==> src/hw/rtl/egc_pkg.sv <==
// ============================================================================
// egc_pkg - shared types and constants for the entry gate counter
// Word layouts for both channels, the configuration bundle, register
// indexes and register reset values.
// ============================================================================
package egc_pkg;

    localparam int unsigned CFG_IDX_W  = 3;
    localparam int unsigned CFG_DATA_W = 16;

    // register indexes on the configuration port
    localparam logic [CFG_IDX_W-1:0] REG_ENTER_THRESHOLD = 3'd0;
    localparam logic [CFG_IDX_W-1:0] REG_LEAVE_THRESHOLD = 3'd1;
    localparam logic [CFG_IDX_W-1:0] REG_SETTLE_TICKS    = 3'd2;
    localparam logic [CFG_IDX_W-1:0] REG_HOLD_TICKS      = 3'd3;
    localparam logic [CFG_IDX_W-1:0] REG_WARN_TICKS      = 3'd4;
    localparam logic [CFG_IDX_W-1:0] REG_OPEN_ANGLE      = 3'd5;
    localparam logic [CFG_IDX_W-1:0] REG_CLOSED_ANGLE    = 3'd6;

    // register reset values
    localparam logic [11:0] RST_ENTER_THRESHOLD = 12'd500;
    localparam logic [11:0] RST_LEAVE_THRESHOLD = 12'd1100;
    localparam logic [15:0] RST_SETTLE_TICKS    = 16'd300;
    localparam logic [15:0] RST_HOLD_TICKS      = 16'd3000;
    localparam logic [15:0] RST_WARN_TICKS      = 16'd3000;
    localparam logic [7:0]  RST_OPEN_ANGLE      = 8'd90;
    localparam logic [7:0]  RST_CLOSED_ANGLE    = 8'd0;

    typedef struct packed {
        logic [11:0] light_level;
        logic        metal_present;
    } t_in_word;

    typedef struct packed {
        logic [2:0]  mode_code;
        logic [7:0]  gate_angle;
        logic        buzzer_on;
        logic [15:0] person_count;
        logic        counted_now;
    } t_out_word;

    typedef struct packed {
        logic [11:0] enter_threshold;
        logic [11:0] leave_threshold;
        logic [15:0] settle_ticks;
        logic [15:0] hold_ticks;
        logic [15:0] warn_ticks;
        logic [7:0]  open_angle;
        logic [7:0]  closed_angle;
    } t_cfg;

endpackage

==> src/hw/rtl/egc_core.sv <==
// ============================================================================
// egc_core - gate state machine
// Holds mode, tick timer, person count, buzzer and gate latch. One step per
// accepted word; the result reflects the state after that step.
// ============================================================================
module egc_core (
    input  logic              i_clk,
    input  logic              i_rst_n,
    input  egc_pkg::t_cfg     i_cfg,
    input  logic              i_step,
    input  egc_pkg::t_in_word i_word,
    output egc_pkg::t_out_word o_result
);

    typedef enum logic [4:0] {
        MODE_IDLE   = 5'b00001,
        MODE_WARN   = 5'b00010,
        MODE_SETTLE = 5'b00100,
        MODE_LEAVE  = 5'b01000,
        MODE_HOLD   = 5'b10000
    } t_mode;

    localparam logic [2:0] CODE_IDLE   = 3'd0;
    localparam logic [2:0] CODE_WARN   = 3'd1;
    localparam logic [2:0] CODE_SETTLE = 3'd2;
    localparam logic [2:0] CODE_LEAVE  = 3'd3;
    localparam logic [2:0] CODE_HOLD   = 3'd4;

    t_mode       r_mode, n_mode;
    logic [15:0] r_elapsed, n_elapsed;
    logic [15:0] r_count, n_count;
    logic        r_buzzer, n_buzzer;
    logic        r_gate_open, n_gate_open;
    logic        n_counted;
    logic [15:0] elapsed_inc;
    logic [2:0]  mode_code;

    // saturating tick count used by all timed modes
    assign elapsed_inc = (r_elapsed == 16'hFFFF) ? r_elapsed : r_elapsed + 16'd1;

    always_comb begin
        n_mode      = r_mode;
        n_elapsed   = r_elapsed;
        n_count     = r_count;
        n_buzzer    = r_buzzer;
        n_gate_open = r_gate_open;
        n_counted   = 1'b0;
        unique case (r_mode)
            MODE_WARN: begin
                n_elapsed = elapsed_inc;
                if (elapsed_inc >= i_cfg.warn_ticks) begin
                    n_mode    = MODE_IDLE;
                    n_elapsed = '0;
                    n_buzzer  = 1'b0;
                end
            end
            MODE_SETTLE: begin
                n_elapsed = elapsed_inc;
                if (elapsed_inc >= i_cfg.settle_ticks) begin
                    n_mode    = MODE_LEAVE;
                    n_elapsed = '0;
                end
            end
            MODE_LEAVE: begin
                if (i_word.light_level > i_cfg.leave_threshold) begin
                    n_mode    = MODE_HOLD;
                    n_elapsed = '0;
                end
            end
            MODE_HOLD: begin
                n_elapsed = elapsed_inc;
                if (elapsed_inc >= i_cfg.hold_ticks) begin
                    n_mode      = MODE_IDLE;
                    n_elapsed   = '0;
                    n_gate_open = 1'b0;
                end
            end
            default: begin
                n_mode = MODE_IDLE;
                if (i_word.metal_present) begin
                    n_mode    = MODE_WARN;
                    n_elapsed = '0;
                    n_buzzer  = 1'b1;
                end
                // a person wins over metal; buzzer stays latched
                if (i_word.light_level <= i_cfg.enter_threshold) begin
                    n_mode      = MODE_SETTLE;
                    n_count     = r_count + 16'd1;
                    n_counted   = 1'b1;
                    n_elapsed   = '0;
                    n_gate_open = 1'b1;
                end
            end
        endcase
    end

    always_comb begin
        unique case (n_mode)
            MODE_WARN:   mode_code = CODE_WARN;
            MODE_SETTLE: mode_code = CODE_SETTLE;
            MODE_LEAVE:  mode_code = CODE_LEAVE;
            MODE_HOLD:   mode_code = CODE_HOLD;
            default:     mode_code = CODE_IDLE;
        endcase
    end

    assign o_result.mode_code    = mode_code;
    assign o_result.gate_angle   = n_gate_open ? i_cfg.open_angle : i_cfg.closed_angle;
    assign o_result.buzzer_on    = n_buzzer;
    assign o_result.person_count = n_count;
    assign o_result.counted_now  = n_counted;

    always_ff @(posedge i_clk) begin
        if (!i_rst_n) begin
            r_mode      <= MODE_IDLE;
            r_elapsed   <= '0;
            r_count     <= '0;
            r_buzzer    <= 1'b0;
            r_gate_open <= 1'b0;
        end else if (i_step) begin
            r_mode      <= n_mode;
            r_elapsed   <= n_elapsed;
            r_count     <= n_count;
            r_buzzer    <= n_buzzer;
            r_gate_open <= n_gate_open;
        end
    end

    a_count_enters_settle: assert property (@(posedge i_clk) disable iff (!i_rst_n)
        (i_step && n_counted) |=> (r_mode == MODE_SETTLE) &&
                                  (r_count == $past(r_count) + 16'd1))
        else $error("count step did not land in settle with count + 1");

    a_hold_when_idle: assert property (@(posedge i_clk) disable iff (!i_rst_n)
        !i_step |=> $stable(r_mode) && $stable(r_count) && $stable(r_elapsed))
        else $error("state moved without an accepted word");

    a_gate_tracks_mode: assert property (@(posedge i_clk) disable iff (!i_rst_n)
        r_gate_open == ((r_mode == MODE_SETTLE) || (r_mode == MODE_LEAVE) ||
                        (r_mode == MODE_HOLD)))
        else $error("gate latch disagrees with mode");

endmodule

==> src/hw/rtl/egc_obuf.sv <==
// ============================================================================
// egc_obuf - two-entry output buffer
// Output register plus skid register, so the upstream stall is a register
// and a new word is taken while a result waits downstream.
// ============================================================================
module egc_obuf (
    input  logic               i_clk,
    input  logic               i_rst_n,
    input  logic               i_push,
    input  egc_pkg::t_out_word i_word,
    output logic               o_full,
    output logic               o_out_valid,
    input  logic               i_out_stall,
    output egc_pkg::t_out_word o_out_word
);

    logic               r_out_valid, n_out_valid;
    logic               r_skid_valid, n_skid_valid;
    egc_pkg::t_out_word r_out_word, n_out_word;
    egc_pkg::t_out_word r_skid_word, n_skid_word;
    logic               take;

    assign take = r_out_valid && !i_out_stall;

    always_comb begin
        n_out_valid  = r_out_valid;
        n_skid_valid = r_skid_valid;
        n_out_word   = r_out_word;
        n_skid_word  = r_skid_word;
        if (!r_out_valid || take) begin
            if (r_skid_valid) begin
                n_out_valid  = 1'b1;
                n_out_word   = r_skid_word;
                n_skid_valid = i_push;
                n_skid_word  = i_word;
            end else begin
                n_out_valid = i_push;
                n_out_word  = i_word;
            end
        end else if (i_push) begin
            n_skid_valid = 1'b1;
            n_skid_word  = i_word;
        end
    end

    always_ff @(posedge i_clk) begin
        if (!i_rst_n) begin
            r_out_valid  <= 1'b0;
            r_skid_valid <= 1'b0;
        end else begin
            r_out_valid  <= n_out_valid;
            r_skid_valid <= n_skid_valid;
        end
        r_out_word  <= n_out_word;
        r_skid_word <= n_skid_word;
    end

    assign o_full      = r_skid_valid;
    assign o_out_valid = r_out_valid;
    assign o_out_word  = r_out_word;

    a_skid_behind_out: assert property (@(posedge i_clk) disable iff (!i_rst_n)
        r_skid_valid |-> r_out_valid)
        else $error("skid holds a word while output is empty");

    a_skid_fill_cause: assert property (@(posedge i_clk) disable iff (!i_rst_n)
        $rose(r_skid_valid) |-> $past(r_out_valid && i_out_stall))
        else $error("skid filled without a stalled output");

    a_skid_drain_order: assert property (@(posedge i_clk) disable iff (!i_rst_n)
        (r_skid_valid && !i_out_stall) |=> r_out_valid && (r_out_word == $past(r_skid_word)))
        else $error("skid word not moved to output in order");

endmodule

==> src/hw/rtl/entry_gate_counter_fsm_top.sv <==
// ============================================================================
// entry_gate_counter_fsm_top - entry gate person counter
// Per-tick gate state machine with warning buzzer, configuration registers
// and a buffered result channel.
// ============================================================================
// Each input word is one tick. A new word is accepted every cycle while
// o_in_stall is low; its result goes to the output register, or to the skid
// register while a result waits. A two-entry output buffer decouples the
// sides, so o_in_stall rises only after two results are waiting downstream.
// Configuration registers are written through i_cfg_we/i_cfg_idx/i_cfg_data
// and should change only while no words are in flight.
module entry_gate_counter_fsm_top (
    input  logic                               i_clk,
    input  logic                               i_rst_n,
    input  logic                               i_in_valid,
    output logic                               o_in_stall,
    input  egc_pkg::t_in_word                  i_in_word,
    output logic                               o_out_valid,
    input  logic                               i_out_stall,
    output egc_pkg::t_out_word                 o_out_word,
    input  logic                               i_cfg_we,
    input  logic [egc_pkg::CFG_IDX_W-1:0]      i_cfg_idx,
    input  logic [egc_pkg::CFG_DATA_W-1:0]     i_cfg_data
);

    egc_pkg::t_cfg      r_cfg;
    egc_pkg::t_out_word result;
    logic               full;
    logic               step;

    always_ff @(posedge i_clk) begin
        if (!i_rst_n) begin
            r_cfg.enter_threshold <= egc_pkg::RST_ENTER_THRESHOLD;
            r_cfg.leave_threshold <= egc_pkg::RST_LEAVE_THRESHOLD;
            r_cfg.settle_ticks    <= egc_pkg::RST_SETTLE_TICKS;
            r_cfg.hold_ticks      <= egc_pkg::RST_HOLD_TICKS;
            r_cfg.warn_ticks      <= egc_pkg::RST_WARN_TICKS;
            r_cfg.open_angle      <= egc_pkg::RST_OPEN_ANGLE;
            r_cfg.closed_angle    <= egc_pkg::RST_CLOSED_ANGLE;
        end else if (i_cfg_we) begin
            unique case (i_cfg_idx)
                egc_pkg::REG_ENTER_THRESHOLD: r_cfg.enter_threshold <= i_cfg_data[11:0];
                egc_pkg::REG_LEAVE_THRESHOLD: r_cfg.leave_threshold <= i_cfg_data[11:0];
                egc_pkg::REG_SETTLE_TICKS:    r_cfg.settle_ticks    <= i_cfg_data;
                egc_pkg::REG_HOLD_TICKS:      r_cfg.hold_ticks      <= i_cfg_data;
                egc_pkg::REG_WARN_TICKS:      r_cfg.warn_ticks      <= i_cfg_data;
                egc_pkg::REG_OPEN_ANGLE:      r_cfg.open_angle      <= i_cfg_data[7:0];
                egc_pkg::REG_CLOSED_ANGLE:    r_cfg.closed_angle    <= i_cfg_data[7:0];
                default: ;  // unmapped index, ignored
            endcase
        end
    end

    assign step       = i_in_valid && !full;
    assign o_in_stall = full;

    egc_core u_core (
        .i_clk    (i_clk),
        .i_rst_n  (i_rst_n),
        .i_cfg    (r_cfg),
        .i_step   (step),
        .i_word   (i_in_word),
        .o_result (result)
    );

    egc_obuf u_obuf (
        .i_clk       (i_clk),
        .i_rst_n     (i_rst_n),
        .i_push      (step),
        .i_word      (result),
        .o_full      (full),
        .o_out_valid (o_out_valid),
        .i_out_stall (i_out_stall),
        .o_out_word  (o_out_word)
    );

endmodule
==> config.mk <==
export PLATFORM = sky130hd
export DESIGN_NAME = entry_gate_counter_fsm_top
export DESIGN_NICKNAME = d
export VERILOG_FILES = /design/src/hw/rtl/egc_pkg.sv /design/src/hw/rtl/egc_core.sv /design/src/hw/rtl/egc_obuf.sv /design/src/hw/rtl/entry_gate_counter_fsm_top.sv
export SDC_FILE = /design/constraint.sdc
export NUM_CORES = 1
export LEC_CHECK = 0
export ABC_AREA = 1
export ABC_CLOCK_PERIOD_IN_PS = 8350
export BUFFER_PORTS_ARGS = -buffer_cell sky130_fd_sc_hd__buf_2
export CAP_MARGIN = 20
export CORE_MARGIN = 8
export CORE_UTILIZATION = 51
export DETAILED_ROUTE_END_ITERATION = 8
export PLACE_DENSITY = 0.78
export SLEW_MARGIN = 20
export SYNTH_ARGS = -nofsm -noshare
export SYNTH_HDL_FRONTEND = slang
export SYNTH_HIERARCHICAL = 1
export SYNTH_SLANG_ARGS = --single-unit
==> constraint.sdc <==
create_clock -name i_clk -period 8.35 [get_ports i_clk]
set_input_delay 1.67 -clock i_clk [delete_from_list [all_inputs] [get_ports i_clk]]
set_output_delay 1.67 -clock i_clk [all_outputs]
set_load 0.01 [all_outputs]
=== Yosys cells after proc, flatten, opt, wreduce, memory -nomap -nowiden ===
Index checks and enable logic that the tools add are counted.

* $lt $le $gt $ge: 5
* Reductions and logical operators: 21
* Multiplexer cells: 35
* Equal/unequal tests: 17
* Add/subtract/negate cells: 2

{| class="wikitable"
|+ Operators with widths
! kind !! count
|-
| 2-to-1 mux 16 bit || 9
|-
| 2-to-1 mux 29 bit || 4
|-
| case mux 16 bit (4 select lines) || 1
|-
| >= comparator 16 bit || 3
|-
| adder 16 x 1 -> 16 bit (second input constant) || 2
|-
| 2-to-1 mux 5 bit || 4
|-
| case mux 5 bit (4 select lines) || 1
|-
| equality test 16 bit (second input constant) || 1
|-
| AND reduction 2 bit || 8
|-
| > comparator 12 bit || 1
|-
| <= comparator 12 bit || 1
|-
| case mux 3 bit (4 select lines) || 1
|-
| equality test 5 x 2 -> 1 bit (second input constant) || 2
|-
| equality test 5 x 3 -> 1 bit (second input constant) || 2
|-
| equality test 5 x 4 -> 1 bit (second input constant) || 2
|-
| equality test 5 bit (second input constant) || 2
|-
| 2-to-1 mux 1 bit || 10
|-
| equality test 3 bit (second input constant) || 3
|-
| 2-to-1 mux 8 bit || 1
|-
| equality test 3 x 2 -> 1 bit (second input constant) || 2
|-
| nonzero test 6 bit || 1
|-
| OR reduction 3 bit || 2
|-
| inequality test 2 x 1 -> 1 bit (second input constant) || 2
|-
| case mux 1 bit (2 select lines) || 2
|-
| other kinds (10) || 13
|}

* Logic and storage cells: 104
* Register bits: 187
* Output and inout port bits: 31
* Bits of input ports: 37

=== Logic depth before layout (Yosys ltp) ===
Gate-level depths: netlist (run 1).

* Depth after elaboration: 9
* Mapped depth: 26
* Mapped depth without buffers: 25

=== Modules after synthesis ===
Netlist (run 1), hierarchy kept.

{| class="wikitable"
|+ Modules (own cells, without submodules)
! module !! area each (um^2) !! sequential area each (um^2) !! cells each !! times used
|-
| egc_core || 4850.9 || 780.7 || 801 || 1
|-
| entry_gate_counter_fsm_top || 3399.5 || 1761.7 || 480 || 1
|-
| egc_obuf || 2194.6 || 1781.7 || 165 || 1
|}

=== Worst setup path after synthesis (run 1) ===
OpenSTA, ideal clock, no wires.

* Path kind: input port to flip-flop
* Start: input i_out_stall
* End: register u_obuf/r_skid_word[0] (netlist name), enable pin
* Data arrival time: 3188 ps
* Cell stages on the path: 3
* Setup slack: 4775 ps
* Cell sequence: nand2_1 nand2_1 o21a_1

* Longest elaborated chain between the ends: 5
* Elaborated cells between the ends (all ways): 6
* Those cells by class: 1 x eq/ne; 5 x reduce/logical

{| class="wikitable"
|+ Ends and longest elaborated chain
! item !! line !! text
|-
| start: declaration || entry_gate_counter_fsm_top.sv:19 || <nowiki>input logic i_out_stall,</nowiki>
|-
| zero test 1 bit (*) || egc_obuf.sv:23 || <nowiki>assign take = r_out_valid && !i_out_stall;</nowiki>
|-
| logical AND 1 bit (*) || egc_obuf.sv:23 ||
|-
| logical OR 1 bit (*) || egc_obuf.sv:30 || <nowiki>if (!r_out_valid || take) begin</nowiki>
|-
| inequality test 2 x 1 -> 1 bit (no source line) or nonzero test 2 bit (tied branches) || n/a ||
|-
| AND reduction 2 bit (no source line) (*) || n/a ||
|-
| end signal: assignment || egc_obuf.sv:55 || <nowiki>r_skid_word <= n_skid_word;</nowiki>
|-
| end: declaration || egc_obuf.sv:20 || <nowiki>egc_pkg::t_out_word r_skid_word, n_skid_word;</nowiki>
|}

Mark *: on every way between the ends. The rest lies on a longest branch, timed or not.
A chain may end at the register's enable or synchronous reset.

==> flow_metrics.tcl, run 1 <==
set metrics [dict create \
    outcome "complete, no violations" \
    ctsHoldBuffers 0 \
    synth-compound-area-share_pct 6.169 \
    criticalPathCategory "input port to register" \
    slowest_delay_ps 340 \
    tightest_slew_ps 1048 \
    relSlewSlack_pct 30.05 \
    synthesis.area_um2 10450 \
    cts_tree "built" \
    syn_nets 1557 \
    fin_skew_ps 13.81 \
    fmax_mhz 265.5 \
    grt-ovfl-total 0 \
    htreeDepth 4 \
    p_clk_share_pct 37.7 \
    finalHoldViolCount 0 \
    ant_nets 0 \
    synth.area.mux_share_pct 0 \
    nNetsFinal 1601 \
    num_vias 9115 \
    critPathMostFrequentCell "nand2_1" \
    grt_pass1_wl_mm 41.70 \
    post-place-ws_ps 4147 \
    synth_xor_area_share_pct 1.425 \
    fin_crit_sh_pct 45.10 \
    p_switching_w 0.0005881 \
    synthSimpleGateAreaFrac_pct 32.21 \
    first_pass_iters 6 \
    numCtsBuffers 17 \
    fin_crit_ps 3766 \
    clockBufferDepth 2 \
    crit_fanout 20 \
    synth_edf_count 58 \
    routed_wl_mm 24.70 \
    die_w_um 159.1 \
    drive_above_1_share_pct 9.315 \
    place.detailed.hpwl_mm 17.84 \
    vias_per_cell 5.138 \
    ys_warn_count 6 \
    cts.sink_count 187 \
    synthToLayoutAreaGrowth_pct 9.691 \
    endpoint_kind "register" \
    cts_resized 0 \
    synth.distinct_cells 40 \
    antenna_found_initial 1 \
    grt_use_total_pct 19.71 \
    fin_ws_ps 4584 \
    async_flop_share_pct 0 \
    yosys.area.top_type "dfxtp_1" \
    intPower_w 0.001490 \
    grt_pass1_vias 8498 \
    syn_area_per_cell_um2 7.223 \
    hp-class "register to register" \
    drv_cap 0 \
    power_frac_comb_pct 13.0 \
    clk_pin_slew_ps 70 \
    postCtsSetupBuffers 0 \
    tns_ps 0 \
    core_area_um2 20170 \
    pin_count 68 \
    netlist.area_leader.share_pct 24.72 \
    reg2reg_slack_ps 4610 \
    dieArea_um2 25320 \
    power_density_nw_per_um2 181.3 \
    p_leak_nw 5.773 \
    grt_max_degree 99 \
    cp.arrival_ps 3960 \
    finalHoldWorstSlack_ps 462.3 \
    io_buffers 67 \
    crit_chain "buf_2 > ha_1 > nand2_1 > nor2_1 > and2_1 > nand2_1 > nand3_2 > nand2_2 > nand2_4 > inv_4 > o21ai_4 > o21ai_0 > nand2_1 > nand2_1" \
    drv_slew 0 \
    setup_viol 0 \
    postSynthRegisterBits 187 \
    die_h_um 159.1 \
    slowest_stage "o21ai_4" \
    rsz0062_at_grt "false" \
    synth_ff_type "dfxtp_1" \
    gp_congestion 0.8708 \
    clock_latency_ps 430 \
    vdd_drop_max_v 0.0001550 \
    yosys.area_share.adder_pct 8.864 \
    worstPathRequired_ps 8540 \
    synthCells 1446 \
    rows 52 \
    switching_share_pct 28.30 \
    synthTopCellsByArea "dfxtp_1, edfxtp_1, nand2_1" \
    synth_top_family_by_area "simple AND/OR/NAND/NOR gates" \
    wire_per_inst_um 13.92 \
    start_util_pct 51.79 \
    ys_seq_area_share_pct 41.40 \
    seqPwrFrac_pct 49.3 \
    drc_errors 0 \
    drt_iter0_markers 801 \
    cp-start-kind "input port" \
    root_buffer "clkbuf_16" \
]
## layout by cell type (no fill, tap or decap), types with 13 or more instances in the layout
| cell type | instances |
|---|---|
| a21oi_1 | 61 |
| buf_2 | 67 |
| clkbuf_16 | 17 |
| dfxtp_1 | 129 |
| edfxtp_1 | 58 |
| ha_1 | 74 |
| inv_1 | 193 |
| nand2_1 | 445 |
| nand3_1 | 148 |
| nand4_1 | 13 |
| nor2_1 | 163 |
| o21ai_0 | 32 |
| xor2_1 | 15 |
## power groups by stage
| stage | sequential, W | combinational, W | clock (W) |
|---|---|---|---|
| 2_1_floorplan | 0.00105 | 0.000181 | 0 |
| 3_3_place_gp | 0.00104 | 0.000262 | 0 |
| 3_5_place_dp | 0.00105 | 0.000268 | 0 |
| 4_1_cts | 0.00102 | 0.000270 | 0.000790 |
| 5_1_grt | 0.00103 | 0.000309 | 0.000834 |
| 6_report | 0.00102 | 0.000270 | 0.000783 |
## through the flow
stage / util (%) / area [um^2] / total power (W) / instances
2_1_floorplan: - / 10450 / 0.001235 / 1446
3_3_place_gp: 53.98 / 10890 / 0.001306 / 1741
3_5_place_dp: 53.98 / 10890 / 0.001314 / 1741
4_1_cts: 56.79 / 11450 / 0.002085 / 1773
5_1_grt: 56.81 / 11460 / 0.002173 / 1774
6_report: 56.81 / 11460 / 0.002078 / 1774
## Yosys cell counts, types with 7 or more instances
cell type  count
nor2_1       165
ha_1          74
dfxtp_1      129
clkbuf_1       7
a21oi_1       61
inv_1        193
o21ai_0       32
buf_1          7
nand2_1      445
nand3_1      148
xor2_1        15
buf_2         20
o21ai_2        7
buf_4         10
nor3_1        12
edfxtp_1      58
nand4_1       13
## layer usage
metal | wire length [um] | share of wire [%] | global-route usage [%] | up-vias
met5 | 0 | 0 | 0 | -
met4 | 426 | 1.7 | 6.732 | 0
met3 | 1485 | 6.0 | 3.878 | 35
met2 | 11160 | 45 | 31.74 | 266
met1 | 11620 | 47 | 26.01 | 4131
li1 | - | - | - | 4683
## critical path: cells and delay by family
kind / cells / cell delay, ps
simple gates: 9 / 1250
buf+inv: 2 / 190
fa+ha+maj: 1 / 290
compound gates: 2 / 530
## logic make-up (layout without fill, tap and decap cells)
| family | Yosys count | after routing |
|---|---|---|
| AOI/OAI and AO/OA | 115 | 115 |
| xor gates and xnor gates | 17 | 17 |
| adders and majority gates | 74 | 74 |
| buffers and inverters | 248 | 305 |
| DFF | 187 | 187 |
| other | 0 | 1 |
| and+or+nand+nor | 805 | 805 |
## worst paths after layout
path                                     startpoint                     to  cells after the start
worst max-delay path                   i_in_word[8]  u_obuf/o_out_word[21]                     14
worst min-delay path                      r_cfg[37]              r_cfg[37]                      2
worst min register to register            r_cfg[37]              r_cfg[37]                      2
worst max register to register  u_core/r_elapsed[0]    u_core/r_elapsed[0]                     19
## final cells by class
type | instances | area [um^2]
fill | 1895 | 8712
multi-input combinational | 1011 | 5089
sequential | 187 | 4324
inverter | 199 | 749.5
clock buffer | 18 | 439.2
timing repair buffer | 74 | 387.9
tap | 270 | 337.8
clock inverter | 14 | 127.6
antenna | 1 | 2.502
## registers in the layout, summed over array words and instances (netlist names), 5 cells and up
name / flops
r_cfg: 88
u_core/r_count: 16
u_core/r_elapsed: 16
u_core/r_mode: 5
u_obuf/o_out_word: 29
u_obuf/r_skid_word: 29
No activity file was read; power rests on OpenSTA's default activity.
==> inputs of run 2 (changes only) <==
--- a/config.mk
+++ b/config.mk
@@ -6,13 +6,13 @@
 export NUM_CORES = 1
 export LEC_CHECK = 0
 export ABC_AREA = 1
-export ABC_CLOCK_PERIOD_IN_PS = 8350
+export ABC_CLOCK_PERIOD_IN_PS = 3200
 export BUFFER_PORTS_ARGS = -buffer_cell sky130_fd_sc_hd__buf_2
 export CAP_MARGIN = 20
 export CORE_MARGIN = 8
 export CORE_UTILIZATION = 51
 export DETAILED_ROUTE_END_ITERATION = 8
-export PLACE_DENSITY = 0.78
+export PLACE_DENSITY = 0.81
 export SLEW_MARGIN = 20
 export SYNTH_ARGS = -nofsm -noshare
 export SYNTH_HDL_FRONTEND = slang
==> constraint.sdc (replaced) <==
create_clock -name i_clk -period 3.2 [get_ports i_clk]
set_input_delay 0.64 -clock i_clk [delete_from_list [all_inputs] [get_ports i_clk]]
set_output_delay 0.64 -clock i_clk [all_outputs]
set_load 0.01 [all_outputs]
==> flow_metrics.tcl, run 2 (same netlist as run 1, synthesis figures left out) <==
set metrics [dict create \
    drv_cap 0 \
    fin_skew_ps 19.89 \
    p_switching_w 0.001606 \
    layout_common_cells "nand2_1, inv_1, nor2_1" \
    finalHoldViolCount 0 \
    nNetsFinal 1623 \
    p_leak_nw 5.944 \
    drt_iter0_markers 775 \
    worstPathRequired_ps 3390 \
    vdd_drop_max_v 0.0003357 \
    rows 52 \
    relSlewSlack_pct 25.48 \
    wire_per_inst_um 14.14 \
    drt-met1-wl_mm 11.09 \
    p_clk_share_pct 38.7 \
    cts.sink_count 187 \
    power_frac_comb_pct 13.3 \
    final_common_cell "nand2_1" \
    met2_length_mm 11.84 \
    antenna_found_initial 1 \
    gp_congestion 0.8905 \
    dr_wl_met3_mm 1.666 \
    slowest_stage "dfxtp_2" \
    critPathMostFrequentCell "nand2_1" \
    fin_crit_ps 2985 \
    cp.arrival_ps 3170 \
    regMostFlops "r_cfg" \
    hp-class "input port to register" \
    crit_chain "ha_4 > nand2_1 > nor2_4 > nand2_1 > nor2_2 > nand2_2 > o21ai_2 > nand2_2 > ha_1 > nand2_1 > nor2_1 > nor2_1 > nand2_1 > nand2_1 > nand2_1 > nand2_1 > nand3_1 > o21ai_0 > or2_2 > nand2_1 > nand2_1" \
    die_h_um 159.1 \
    fin_ws_ps 215.4 \
    first_pass_iters 5 \
    drv_slew 0 \
    placed_area_um2 11060 \
    drive_above_1_share_pct 12.79 \
    grt_pass1_wl_mm 42.17 \
    ant_nets 0 \
    numCtsBuffers 17 \
    fin_area_um2 11840 \
    intPower_w 0.003964 \
    ctsHoldBuffers 0 \
    criticalPathCategory "register to register" \
    drc_errors 0 \
    io_buffers 67 \
    clk_pin_slew_ps 80 \
    place.detailed.hpwl_mm 18.47 \
    crit_fanout 4 \
    tightest_slew_ps 1117 \
    dr.max_layer_used "met4" \
    grt_use_total_pct 19.95 \
    pin_count 68 \
    power_density_nw_per_um2 470.7 \
    seqPwrFrac_pct 48.1 \
    synthToLayoutAreaGrowth_pct 13.31 \
    routed_wl_mm 25.39 \
    switching_share_pct 28.84 \
    outcome "complete, no violations" \
    power_w 0.005571 \
    htreeDepth 4 \
    endpoint_kind "register" \
    fmax_mhz 335.1 \
    cp-start-kind "register" \
    root_buffer "clkbuf_16" \
    setup_viol 0 \
    fin_crit_sh_pct 93.27 \
    grt_max_degree 100 \
    die_w_um 159.1 \
    vias_per_cell 5.187 \
    cts_tree "built" \
    clockBufferDepth 2 \
    finalHoldWorstSlack_ps 440.0 \
    core_area_um2 20170 \
    grt-ovfl-total 0 \
    grt_pass1_vias 8857 \
    num_vias 9316 \
    dieArea_um2 25320 \
    post-place-ws_ps 38.37 \
    slowest_delay_ps 360 \
    start_util_pct 51.79 \
    clock_latency_ps 440 \
    largest_reg_flops 88 \
]
[run 2: changes by cell type in the layout (fill, tap and decap cells not counted), sizes merged]
cell / delta
o21ai: +2
inv: +3
clkinv: -3
buf: +20
[run 2: routing by layer]
metal  up-vias  global-route usage, %
li1       4724                      -
met1      4249                  24.74
met2       290                  32.83
met3        53                  4.473
met4         0                  8.662
met5         -                      0
[run 2: power by group through the flow]
stage,clock (W),combinational (W),sequential [W]
floorplan,0,0.000473,0.00275
global placement,0,0.000693,0.00272
detailed placement,0,0.000715,0.00273
CTS,0.00218,0.000728,0.00268
global route,0.00229,0.000834,0.00269
finish,0.00215,0.000739,0.00268
[run 2: per-stage QoR]
step	TNS (ps)	std cells	util (%)
3_5_place_dp	0	1760	54.81
5_1_grt	-40.88	1796	58.68
4_1_cts	0	1794	57.93
3_3_place_gp	0	1760	54.81
6_report	0	1796	58.68
2_1_floorplan	0	1446	-
[run 2: path summary, 6_finish.rpt]
| kind | start | endpoint | slack, ps | cells after the start |
|---|---|---|---|---|
| setup / recovery | u_core/r_elapsed[0] | u_obuf/o_out_word[26] | 220 | 21 |
| hold / removal | i_cfg_data[10] | r_cfg[74] | 440 | 3 |
| setup reg to reg | u_core/r_elapsed[0] | u_obuf/o_out_word[26] | 220 | 21 |
| hold reg to reg | r_cfg[37] | r_cfg[37] | 460 | 2 |
[run 2: critical path, delay by kind of cell (launching register included)]
family                   cells  cell delay (ps)
AND/OR/NAND/NOR             17             1680
adder cells (fa/ha/maj)      2              480
flip-flops                   1              360
AO/OA/AOI/OAI                2              220
[run 2: cell type report]
type,instances,area (um^2)
flip-flops and latches,187,4333
clock buffers,18,450.4
repair buffers,94,563.0
diodes,1,2.502
inverters,199,749.5
fillers,1796,8334
clock inverters,14,160.2
well taps,270,337.8
multi-input cells,1013,5239
[run 2: repair_timing]
item	4_1_cts	5_1_grt
setup buffers	1	0
setup endpoints to repair	1	43
pin swaps	0	5
gates resized for setup	1	46
gates cloned	1	1
==> inputs of run 3 (changes only) <==
--- a/config.mk
+++ b/config.mk
@@ -6,14 +6,14 @@
 export NUM_CORES = 1
 export LEC_CHECK = 0
 export ABC_AREA = 1
-export ABC_CLOCK_PERIOD_IN_PS = 3200
+export ABC_CLOCK_PERIOD_IN_PS = 3000
 export BUFFER_PORTS_ARGS = -buffer_cell sky130_fd_sc_hd__buf_2
 export CAP_MARGIN = 20
 export CORE_MARGIN = 8
 export CORE_UTILIZATION = 51
 export DETAILED_ROUTE_END_ITERATION = 8
-export PLACE_DENSITY = 0.81
-export SLEW_MARGIN = 20
+export PLACE_DENSITY = 0.78
+export SLEW_MARGIN = 30
 export SYNTH_ARGS = -nofsm -noshare
 export SYNTH_HDL_FRONTEND = slang
 export SYNTH_HIERARCHICAL = 1
==> constraint.sdc (replaced) <==
create_clock -name i_clk -period 3 [get_ports i_clk]
set_input_delay 0.6 -clock i_clk [delete_from_list [all_inputs] [get_ports i_clk]]
set_output_delay 0.6 -clock i_clk [all_outputs]
set_load 0.01 [all_outputs]
==> flow_metrics.tcl, run 3 (same netlist as run 1, synthesis figures left out) <==
set metrics [dict create \
    p_switching_w 0.001691 \
    cp.arrival_ps 3090 \
    drt_iter0_markers 856 \
    seqPwrFrac_pct 47.9 \
    clockBufferDepth 2 \
    use_met3_pct 4.162 \
    grt_use_total_pct 20.18 \
    start_util_pct 51.79 \
    p_leak_nw 6.118 \
    slowest_stage "dfxtp_2" \
    root_buffer "clkbuf_16" \
    gr-usage-met2_pct 32.91 \
    rows 52 \
    rsz0062_at_grt "true" \
    fin_crit_sh_pct 96.63 \
    slowest_delay_ps 350 \
    hold_path_depth 3 \
    p_clk_share_pct 38.6 \
    layout_common_cells "nand2_1, inv_1, nor2_1" \
    final_common_cell "nand2_1" \
    n_fill_cell 1837 \
    power_frac_comb_pct 13.5 \
    fin_crit_ps 2899 \
    ctsHoldBuffers 0 \
    drc_errors 0 \
    placed_area_um2 11160 \
    crit_buf_inv 1 \
    crit_chain "buf_4 > nand2_2 > nor2_4 > nand4_1 > nor2_1 > nand2_1 > nand2_2 > nand2_4 > ha_4 > nand4_1 > nor2_1 > nand2_2 > nand2_2 > nand2_4 > o21ai_4 > o21ai_1 > nand2_1 > nand2_1" \
    finalHoldViolCount 0 \
    cp-start-kind "register" \
    fmax_mhz 345.0 \
    intPower_w 0.004267 \
    first_pass_iters 6 \
    final_util_pct 60.51 \
    crit_fanout 8 \
    grt_pass1_vias 8883 \
    setup_viol 0 \
    power_density_nw_per_um2 488.2 \
    switching_share_pct 28.39 \
    num_vias 9496 \
    vias_per_cell 5.223 \
    clk_pin_slew_ps 70 \
    die_h_um 159.1 \
    relSlewSlack_pct 41.89 \
    routed_wl_mm 26.08 \
    multi_input_comb_area_um2 5438 \
    endpoint_kind "register" \
    ant_nets 0 \
    htreeDepth 4 \
    core_area_um2 20170 \
    criticalPathCategory "register to register" \
    hp-class "input port to register" \
    drive_above_1_share_pct 16.09 \
    gp_congestion 0.8944 \
    clock_latency_ps 440 \
    largest_reg_flops 88 \
    outcome "complete, no violations" \
    place.detailed.hpwl_mm 18.60 \
    die_w_um 159.1 \
    synthToLayoutAreaGrowth_pct 16.85 \
    reg2regPathDepth 18 \
    drv_cap 0 \
    path_delay_family "simple AND/OR/NAND/NOR gates" \
    dieArea_um2 25320 \
    nNetsFinal 1646 \
    io_buffers 67 \
    fin_cells 1818 \
    vdd_drop_max_v 0.0004188 \
    grt_pass1_wl_mm 42.92 \
    dp_cells 1776 \
    critPathMostFrequentCell "nand2_2" \
    antenna_found_initial 0 \
    regMostFlops "r_cfg" \
    use_met1_pct 26.10 \
    numCtsBuffers 17 \
    tightest_slew_ps 868.5 \
    wire_per_inst_um 14.34 \
    antenna_cells 0 \
    fin_skew_ps 10.14 \
    grt-ovfl-total 0 \
    cts.sink_count 187 \
    fin_area_um2 12210 \
    worst-path-stages 18 \
    worstPathRequired_ps 3190 \
    seqCellArea_um2 4334 \
    finalHoldWorstSlack_ps 390.2 \
    pin_count 68 \
    drv_slew 0 \
    cts_tree "built" \
    top_usage_layer "met2" \
    grt_max_degree 100 \
]
run 3: final timing paths:
check                           start               endpoint  slack (ps)
setup / recovery  u_core/r_elapsed[1]  u_obuf/o_out_word[23]         100
hold / removal         i_cfg_data[10]              r_cfg[74]         390
setup reg to reg  u_core/r_elapsed[1]  u_obuf/o_out_word[23]         100
hold reg to reg             r_cfg[43]              r_cfg[43]         460
run 3: stage by stage:
stage / total power [W] / setup TNS [ps] / worst slack [ps]
floorplan: 0.003437 / 0 / 198.9
global placement: 0.003650 / 0 / 38.97
detailed placement: 0.003672 / -548.1 / -86.45
CTS: 0.005958 / 0 / 2.756
global route: 0.006208 / -963.2 / -104.0
finish: 0.005958 / 0 / 101.1
run 3: power by group through the flow:
stage          Combinational [W]  Clock (W)  Sequential (W)
6_report                0.000803    0.00230         0.00286
4_1_cts                 0.000779    0.00233         0.00285
2_1_floorplan           0.000504          0         0.00293
5_1_grt                 0.000905    0.00243         0.00287
3_3_place_gp            0.000746          0         0.00290
3_5_place_dp            0.000764          0         0.00291
run 3: final cells by class:
class / count / area share (%)
flip-flops and latches: 187 / 35.51
clock inverters: 13 / 1.107
clock buffers: 19 / 3.895
well taps: 270 / 2.768
repair buffers: 117 / 5.987
inverters: 199 / 6.181
multi-input cells: 1013 / 44.55
run 3: worst min-delay path: cells and delay by family:
kind / cells / cell delay, ps
buffers and inverters: 1 / 90
AND/OR/NAND/NOR: 2 / 110
run 3: timing repair:
item	4_1_cts	5_1_grt
resized for setup	5	90
endpoints found under the setup margin	8	45
pin swaps	2	30
setup buffers	1	7
cloned	1	1
run 3: metal layers:
metal	share of wire (%)	vias to the layer above	wire length, um
met3	5.8	36	1522
met1	45	4391	11690
li1	-	4772	-
met5	0	-	0
met2	47	297	12290
met4	2.2	0	580
